### src/hw/rtl/affine_point_transform_core_assert.svh
// Assertion macros shared by the affine point transform RTL.
// No dependencies; define NO_ASSERTIONS to compile the checks out.
`ifndef AFFINE_POINT_TRANSFORM_CORE_ASSERT_SVH
`define AFFINE_POINT_TRANSFORM_CORE_ASSERT_SVH

`ifndef NO_ASSERTIONS

// Same-cycle implication, checked out of reset.
`define APT_ASSERT_IMPL(label, clk, rst_n, ante, cons) \
  label: assert property (@(posedge clk) disable iff (!(rst_n)) (ante) |-> (cons)) \
    else $error("affine_point_transform_core: assertion failed");

// Next-cycle implication, checked out of reset.
`define APT_ASSERT_NEXT(label, clk, rst_n, ante, cons) \
  label: assert property (@(posedge clk) disable iff (!(rst_n)) (ante) |=> (cons)) \
    else $error("affine_point_transform_core: assertion failed");

`else

`define APT_ASSERT_IMPL(label, clk, rst_n, ante, cons)
`define APT_ASSERT_NEXT(label, clk, rst_n, ante, cons)

`endif

`endif

### src/hw/rtl/apt_pkg.sv
// Shared types and constants of the affine point transform.
// No dependencies.
package apt_pkg;

  localparam int NUM_ROWS   = 3;
  localparam int NUM_COLS   = 4;
  localparam int NUM_AXES   = 3;
  localparam int NUM_COEF   = NUM_ROWS * NUM_COLS;
  localparam int COEF_IDX_W = 4;

  // First index that does not address a coefficient.
  localparam logic [COEF_IDX_W-1:0] COEF_IDX_LIMIT = COEF_IDX_W'(NUM_COEF);

  typedef enum logic {
    CMD_WRITE = 1'b0,
    CMD_XFORM = 1'b1
  } cmd_t;

  typedef struct packed {
    logic                  en;
    logic [COEF_IDX_W-1:0] idx;
  } coef_wr_t;

endpackage

### src/hw/rtl/apt_sum_sat.sv
// Row adder: three shifted products plus translation, clipped to coordinate range.
// Depends on apt_pkg.
module apt_sum_sat import apt_pkg::*; #(
  parameter int COORD_WIDTH = 32,
  parameter int FRAC_BITS   = 16,
  localparam int PROD_W     = 2*COORD_WIDTH - FRAC_BITS
) (
  input  logic signed [PROD_W-1:0]      prod_i [NUM_AXES],
  input  logic signed [COORD_WIDTH-1:0] trans_i,
  output logic signed [COORD_WIDTH-1:0] value_o,
  output logic                          sat_o
);

  localparam int SUM_W = PROD_W + 2;
  localparam logic signed [SUM_W-1:0] MAXV = SUM_W'({1'b0, {(COORD_WIDTH-1){1'b1}}});
  localparam logic signed [SUM_W-1:0] MINV = -MAXV - SUM_W'(1);

  logic signed [SUM_W-1:0] sum;

  always_comb begin
    sum = SUM_W'(prod_i[0]) + SUM_W'(prod_i[1]) + SUM_W'(prod_i[2]) + SUM_W'(trans_i);
    if (sum > MAXV) begin
      value_o = MAXV[COORD_WIDTH-1:0];
      sat_o   = 1'b1;
    end else if (sum < MINV) begin
      value_o = MINV[COORD_WIDTH-1:0];
      sat_o   = 1'b1;
    end else begin
      value_o = sum[COORD_WIDTH-1:0];
      sat_o   = 1'b0;
    end
  end

endmodule
### config.mk
export PLATFORM = sky130hd
export DESIGN_NAME = apt_sum_sat
export DESIGN_NICKNAME = d
export VERILOG_FILES = /design/src/hw/rtl/affine_point_transform_core_assert.svh /design/src/hw/rtl/apt_pkg.sv /design/src/hw/rtl/apt_sum_sat.sv
export SDC_FILE = /design/constraint.sdc
export NUM_CORES = 1
export LEC_CHECK = 0
export ABC_AREA = 1
export BUFFER_PORTS_ARGS = -buffer_cell sky130_fd_sc_hd__buf_2
export CORE_MARGIN = 4
export CORE_UTILIZATION = 60
export DETAILED_ROUTE_END_ITERATION = 7
export PLACE_DENSITY = 0.9
export SLEW_MARGIN = 30
export SYNTH_ARGS = -nofsm -noshare
export SYNTH_HDL_FRONTEND = slang
export SYNTH_SLANG_ARGS = --single-unit
### constraint.sdc
create_clock -name vclk -period 6.86
set_clock_uncertainty 0.15 [all_clocks]
set_input_delay 1.029 -clock vclk [all_inputs]
set_output_delay 1.029 -clock vclk [all_outputs]
set_load 0.03 [all_outputs]
==> reports/qor.txt <==
Gpl congestion - 0.9958
Post-synthesis mux area share - 0%
WS Path Type - input pin to output port
Largest net degree at the start of global routing - 33
Per-cell routed wire length - 14.43 um
Total global-route track usage - 32.80%
Post-Synthesis Cells - 1247
Gr ovfl total - 0
Type of the worst min-delay path - input pin to output port
MaxCap Viol Count - 0
Adder-Cell Fraction of Synth Area - 35.17%
Finished Core Util - 72.58%
Core area - 0.01161 mm^2
Gates resized, CTS repair - 0
Main combinational cell family by area after synthesis - simple AND/OR/NAND/NOR gates
Max-slew headroom - 55.25%
Count of cell types in the netlist - 31
Simple-gate portion of the synthesized area - 35.19%
DIE HEIGHT - 118.0 um
Cell area power density - 338.8 mW/mm^2
Post-synthesis compound-gate area fraction - 4.840%
Detailed Route Iter0 Violations - 577
FP Rows - 39
Outcome - complete, no violations
Sum of negative setup slack - 0 ns
Post-synth top area cell - fa_1
Routed wire length - 23.01 mm
Via density - 5.037
Max-slew violation count - 0
Routing usage on met3 - 3.700%
Final ANT Viol Nets - 0
Final worst-path cycle share - 93.10%
Area grow syn2layout - 16.04%
Crit path launch type - input pin
Die Wd - 118.0 um
DRC violations left - 0
Layout cells sized above 1 - 17.64%
Endpoint type of the worst setup path - output port
Die footprint - 0.01393 mm^2
Layout Nets - 1775
Final Hold Violating Endpoints - 0
Crit-path max FO - 32
Tmin final - 6.387 ns
GR peak layer - met2
XOR/XNOR Fraction of Synth Area - 3.720%
M1 GR Usage - 38.42%
P_leak - 5.493 nW
Worst Max-Slew Pin Slew - 0.6689 ns
GR Layer Usage met2 - 62.49%
Layout sequential cell count - 0
DPL Wire Length - 21.08 mm
Synth Warn # - 0
Clock buffer cells - 0
Setup violators final - 0
Syn Std Cell Area - 0.007264 mm^2
CP arrival - 5.21 ns
Crit path to - value_o[6]
Origin of the worst setup path - prod_i[1]
Avg Inst Size Synth - 5.826 um^2
Antenna violations before repair - 0
Post-synthesis sequential area ratio - 0%
CTS Hold Bufs - 0
I/O pins - 209
Ranking of synthesized cells by area - fa_1 (27%), nand2_1 (22%), inv_1 (20%), ha_1 (8.4%), nor2_1 (4.6%)
FF/Latch Area - 0 um^2
DR vias - 8029
Share of the synthesized area in the top cell type - 26.73%
Number of iterations in the first detailed-routing pass - 6
First-pass GRT wire length - 38.01 mm
Most frequent cells after synthesis - nand2_1 (423), inv_1 (385), fa_1 (97)
Starting Density - 62.55%
Power Total - 2.856 mW
Max frequency - 156.6 MHz
Maximum VDD drop - 0.3131 mV
Antenna cells - 0
CP Data Required Time - 5.68 ns
Setup Buffers After CTS - 0
Most common cell in the netlist - nand2_1
Hold Crit Start - trans_i[0]
RSZ-0062 raised after global routing - false
Number of global-route vias before repair - 8227
Syn_nets - 1569
IO Port Bufs - 209
worst max-delay path, stage by stage:
cell and delay [ns]:
buf_2 0.07, inv_1 0.04, fa_1 0.57, fa_1 0.43
inv_1 0.07, ha_1 0.22, inv_1 0.07, fa_1 0.46
o21ai_0 0.19, nand3_1 0.10, nand2_2 0.12, nand2_1 0.06
nand2_1 0.16, nand2_1 0.13, nand4_1 0.10, nand2_1 0.07
nor3b_1 0.29, nand3_1 0.14, nand2_2 0.52, nand2_1 0.14
buf_2 0.21
layer usage:
layer  vias up  routed length [um]
met1      3637                8735
li1       3973                   -
met4         0                 810
met5         -                   0
met2       361               11880
met3        58                1580
stage by stage:
step	setup slack, ns	hold WS (ns)	instances	area [um^2]
final	0.4733	2.387	1594	8429
after global routing	0.1265	2.426	1594	8429
after CTS	0.4560	2.396	1594	8429
after detailed placement	0.4790	2.392	1594	8429
after global placement	0.5150	2.382	1594	8429
after floorplan	1.382	2.268	1247	7264
worst min-delay path by stage:
| stage | endpoint | depth (start not counted) | slack, ns |
|---|---|---|---|
| floorplan | value_o[0] | 3 | 2.27 |
| detailed placement | value_o[0] | 5 | 2.39 |
| global route | value_o[0] | 5 | 2.43 |
| CTS | value_o[0] | 5 | 2.40 |
| finish | value_o[0] | 5 | 2.39 |
| global placement | value_o[0] | 5 | 2.38 |
cell type report:
class,count,area [um^2]
multi-input combinational,851,5733
fill,962,3184
inverter,390,1464
timing repair buffer,210,1054
tap,143,178.9
power by group:
group | internal (mW) | total, mW | switching [mW]
combinational | 0.879 | 2.86 | 1.98
sequential | 0 | 0 | 0
clock | 0 | 0 | 0
logic make-up (layout without fill, tap and decap cells):
| group | Yosys count | in the layout |
|---|---|---|
| AO/OA/AOI/OAI | 62 | 62 |
| AND/OR/NAND/NOR | 613 | 613 |
| adder cells (fa/ha/maj) | 146 | 146 |
| XOR/XNOR | 30 | 30 |
| buffers and inverters | 396 | 600 |
cells in the final DEF, fill, tap and decap left out, drive strengths merged, types with 4 or more instances in the layout:
cell | synthesis | final
xor2 | 19 | 19
xnor2 | 11 | 11
nand2 | 436 | 436
o21bai | 11 | 11
nand4 | 14 | 14
o21ai | 6 | 6
nor2 | 103 | 103
nand3 | 41 | 41
ha | 49 | 49
nand3b | 4 | 4
fa | 97 | 97
buf | 6 | 210
a21oi | 41 | 41
inv | 390 | 390
nor3 | 10 | 10
Power figures use the tool's default switching activity.
