$ cat src/hw/rtl/affine_point_transform_core_assert.svh
// Assertion macros shared by the affine point transform RTL.
// No dependencies; define NO_ASSERTIONS to compile the checks out.
`ifndef AFFINE_POINT_TRANSFORM_CORE_ASSERT_SVH
`define AFFINE_POINT_TRANSFORM_CORE_ASSERT_SVH

`ifndef NO_ASSERTIONS

// Same-cycle implication, checked out of reset.
`define APT_ASSERT_IMPL(label, clk, rst_n, ante, cons) \
  label: assert property (@(posedge clk) disable iff (!(rst_n)) (ante) |-> (cons)) \
    else $error("affine_point_transform_core: assertion failed");

// Next-cycle implication, checked out of reset.
`define APT_ASSERT_NEXT(label, clk, rst_n, ante, cons) \
  label: assert property (@(posedge clk) disable iff (!(rst_n)) (ante) |=> (cons)) \
    else $error("affine_point_transform_core: assertion failed");

`else

`define APT_ASSERT_IMPL(label, clk, rst_n, ante, cons)
`define APT_ASSERT_NEXT(label, clk, rst_n, ante, cons)

`endif

`endif

$ cat src/hw/rtl/apt_pkg.sv
// Shared types and constants of the affine point transform.
// No dependencies.
package apt_pkg;

  localparam int NUM_ROWS   = 3;
  localparam int NUM_COLS   = 4;
  localparam int NUM_AXES   = 3;
  localparam int NUM_COEF   = NUM_ROWS * NUM_COLS;
  localparam int COEF_IDX_W = 4;

  // First index that does not address a coefficient.
  localparam logic [COEF_IDX_W-1:0] COEF_IDX_LIMIT = COEF_IDX_W'(NUM_COEF);

  typedef enum logic {
    CMD_WRITE = 1'b0,
    CMD_XFORM = 1'b1
  } cmd_t;

  typedef struct packed {
    logic                  en;
    logic [COEF_IDX_W-1:0] idx;
  } coef_wr_t;

endpackage

$ cat src/hw/rtl/apt_coef_bank.sv
// Coefficient register bank of the 3x4 matrix, reset to identity.
// Depends on apt_pkg.
module apt_coef_bank import apt_pkg::*; #(
  parameter int COORD_WIDTH = 32,
  parameter int FRAC_BITS   = 16
) (
  input  logic                          clk,
  input  logic                          rst_n,
  input  coef_wr_t                      wr_i,
  input  logic signed [COORD_WIDTH-1:0] wr_data_i,
  output logic signed [COORD_WIDTH-1:0] coef_o [NUM_COEF]
);

  localparam logic [COORD_WIDTH-1:0] ONE = COORD_WIDTH'(1) << FRAC_BITS;

  logic signed [COORD_WIDTH-1:0] coef_r [NUM_COEF];

  always_ff @(posedge clk) begin
    if (!rst_n) begin
      for (int r = 0; r < NUM_ROWS; r++) begin
        for (int c = 0; c < NUM_COLS; c++) begin
          coef_r[r*NUM_COLS+c] <= (r == c) ? ONE : '0;
        end
      end
    end else if (wr_i.en && (wr_i.idx < COEF_IDX_LIMIT)) begin
      // drop writes beyond the last coefficient
      coef_r[wr_i.idx] <= wr_data_i;
    end
  end

  assign coef_o = coef_r;

endmodule

$ cat config.mk
export PLATFORM = sky130hd
export DESIGN_NAME = apt_coef_bank
export DESIGN_NICKNAME = d
export VERILOG_FILES = /design/src/hw/rtl/affine_point_transform_core_assert.svh /design/src/hw/rtl/apt_pkg.sv /design/src/hw/rtl/apt_coef_bank.sv
export SDC_FILE = /design/constraint.sdc
export NUM_CORES = 1
export LEC_CHECK = 0
export BUFFER_PORTS_ARGS = -buffer_cell sky130_fd_sc_hd__buf_2
export CAP_MARGIN = 30
export CELL_PAD_IN_SITES_DETAIL_PLACEMENT = 2
export CELL_PAD_IN_SITES_GLOBAL_PLACEMENT = 2
export CORE_MARGIN = 2
export CORE_UTILIZATION = 35
export CTS_BUF_LIST = sky130_fd_sc_hd__clkbuf_4 sky130_fd_sc_hd__clkbuf_8
export DETAILED_ROUTE_END_ITERATION = 16
export PLACE_DENSITY_LB_ADDON = 0.12
export SLEW_MARGIN = 20
export SYNTH_ARGS = -nofsm -noshare
export SYNTH_HDL_FRONTEND = slang
export SYNTH_SLANG_ARGS = --single-unit
$ cat constraint.sdc
create_clock -name clk -period 3.1 [get_ports clk]
set_input_delay 0.31 -clock clk [delete_from_list [all_inputs] [get_ports clk]]
set_output_delay 0.31 -clock clk [all_outputs]
set_load 0.02 [all_outputs]
==> summary.txt <==
Run status
  • Outcome: finished clean

Critical path
  • R2r setup slk: 2390 ps
  • Slowest cell on crit path: dfxtp_1
  • CP max FO: 2
  • WS Path Type: reg2out
  • Required time at the worst-slack endpoint: 2790 ps
  • Worst path bufs/invs: 1
  • Worst EP arrival: 1180 ps
  • Max incr delay on CP: 360 ps
  • Crit end category: primary output
  • CP delay by family, top: flip-flops
  • Crit path cell chain: buf_2
  • CP Launch Type: flop

Finish
  • Fillers: 4211
  • Most common cell after layout, fill and taps aside: buf_2
  • Max FFs per register: 384
  • Most frequent cells in the layout: buf_2, nand2_1, dfxtp_1
  • Layout cells sized above 1: 32.6%
  • Fin nets: 1767
  • Area added between synthesis and finish: 30.0%
  • Design area: 17800 um2

Timing
  • Slew Limit Fails: 0
  • Clk_skew: 0 ps
  • Final hold vios: 0
  • Worst slew pin tran: 804 ps
  • Setup_tns: 0 ps
  • Minimum clock period: 1490 ps
  • Setup violators final: 0
  • Max Freq: 672 MHz
  • RSZ-0062 raised after global routing: false
  • Relative slew slack: 46.3%
  • Final Cycle Share: 48.0%

Synthesis
  • Yosys top cell by area: dfxtp_1
  • Yosys top cell area share: 56.1%
  • Yosys cell types: 14
  • Synth Register Bits: 384
  • Synthesized Nets: 1362
  • Mux cell area share after synthesis: 28.0%
  • Main combinational cell family by area after synthesis: multiplexers
  • Post-Synth XOR/XNOR Area: 0%
  • Mapped Area: 13700 um2
  • Mean Syn Cell Area: 10.4 um2
  • Synthesized netlist cell count: 1323
  • Synth Warn #: 0
  • Compound-cell area share of the yosys netlist: 0.0365%
  • Adder-cell share of the synthesized area: 0%
  • Synth Area in Simple Gates: 12.3%
  • Ranking of synthesized cells by area: dfxtp_1, mux2i_1, nand2_1, clkbuf_1, buf_2
  • Sequential area share after synthesis: 56.1%

Floorplan
  • Die footprint: 40800 um2
  • Height of the chip: 202 um
  • Die Wd: 202 um
  • Initial core utilization: 35.5%
  • IO Count: 423
  • Core area: 38600 um2
  • Rows: 72

Pwr
  • PwrDens: 592 nW/um2
  • Combinational share of power: 5.6%
  • Clock power share: 46.7%
  • Sequential fraction of design power: 47.8%
  • Static leakage: 8.98 nW
  • VDD IR max: 0.000298 V
  • P_int: 0.00798 W
  • Total chip power: 0.0105 W
  • Net Sw Frac: 24.3%
  • Sw power: 0.00256 W

GRT
  • Vias in the first global route: 11917
  • GR Overflow Total: 0
  • Largest net degree at the start of global routing: 104
  • First-pass GRT wire length: 76500 um
  • Initial antenna violation count: 0
  • Global-route usage over all layers: 25.0%

Clocking
  • Clock latency on the worst-skew pair: 610 ps
  • Postcts setup bufs: 0
  • CTS Sinks: 384
  • CTS tree: done
  • CTS clk-pin slew, worst paths: 60 ps
  • CTS buffer count: 69
  • CTS Hold Bufs: 0
  • Htree depth: 3
  • Post-CTS resize count: 0
  • Clock buffer depth: 3
  • Clock Tree Root: clkbuf_8

Placed design
  • Area after DPL: 16400 um2
  • DP HPWL: 35800 um
  • Port Buffers: 422
  • RD Place Congestion: 0.748

Routing
  • Via count: 11089
  • DR WL/cell: 22.5 um
  • Detailed Route WL: 51600 um
  • Residual DRC: 0
  • DRT iter0 DRCs: 308
  • ANT nets after route: 0
  • Via density: 4.84
  • Detailed Routing Iterations Pass 1: 4

Run
  • MaxCap Viol Count: 0

Min path
  • Hold crit path type: in2reg
power by group through the flow:
stage               Combinational (W)  Clock (W)  Sequential (W)
finish                       0.000586    0.00492         0.00504
global route                 0.000627    0.00533         0.00504
CTS                          0.000599    0.00507         0.00504
detailed placement           0.000597          0         0.00514
global placement             0.000585          0         0.00514
floorplan                    0.000257          0         0.00522
path summary, 6_finish.rpt:
path                                     from           to  cells past startpoint
worst max-delay path              coef_o[187]  coef_o[187]                      1
worst min-delay path            wr_data_i[16]   coef_o[48]                      3
worst max register to register    coef_o[274]  coef_o[274]                      2
worst min register to register    coef_o[139]  coef_o[139]                      2
per-layer routing:
metal	wire, um	GRT usage (%)	up-vias
li1	-	-	5148
met2	25900	44.3	331
met5	0	0	-
met1	20700	28.2	5536
met4	1410	8.35	0
met3	3590	8.24	74
logic make-up after synthesis:
logic type | Yosys count
simple gates | 439
flops | 384
mux | 383
buf+inv | 116
compound gates | 1
stage by stage:
stage | instances | util (%) | hold slack (ps) | setup slack [ps]
floorplan | 1323 | - | 458 | 1720
global placement | 2173 | 42.3 | 439 | 1030
detailed placement | 2175 | 42.4 | 450 | 1010
CTS | 2292 | 46.1 | 24.3 | 1560
global route | 2292 | 46.1 | 23.8 | 1540
finish | 2293 | 46.1 | 55.5 | 1610
layout make-up:
type	instances	area (um2)	share of cell area [%]
Sequential cell	384	7690	43.1
Multi-Input combinational cell	823	5590	31.3
Timing Repair Buffer	450	2470	13.9
Clock buffer	112	1390	7.81
Tap cell	518	648	3.64
Clock inverter	5	36.3	0.204
Antenna cell	1	2.50	0.0140
cells in the mapped netlist, drive strengths merged:
cell	n
and3b	1
buf	40
clkbuf	76
dfxtp	384
mux2i	383
nand2	416
nand2b	2
nand3	3
nand3b	3
nor2	7
nor2b	4
nor3b	1
o21ai	1
or3	2
(Power assumes the default switching activity.)
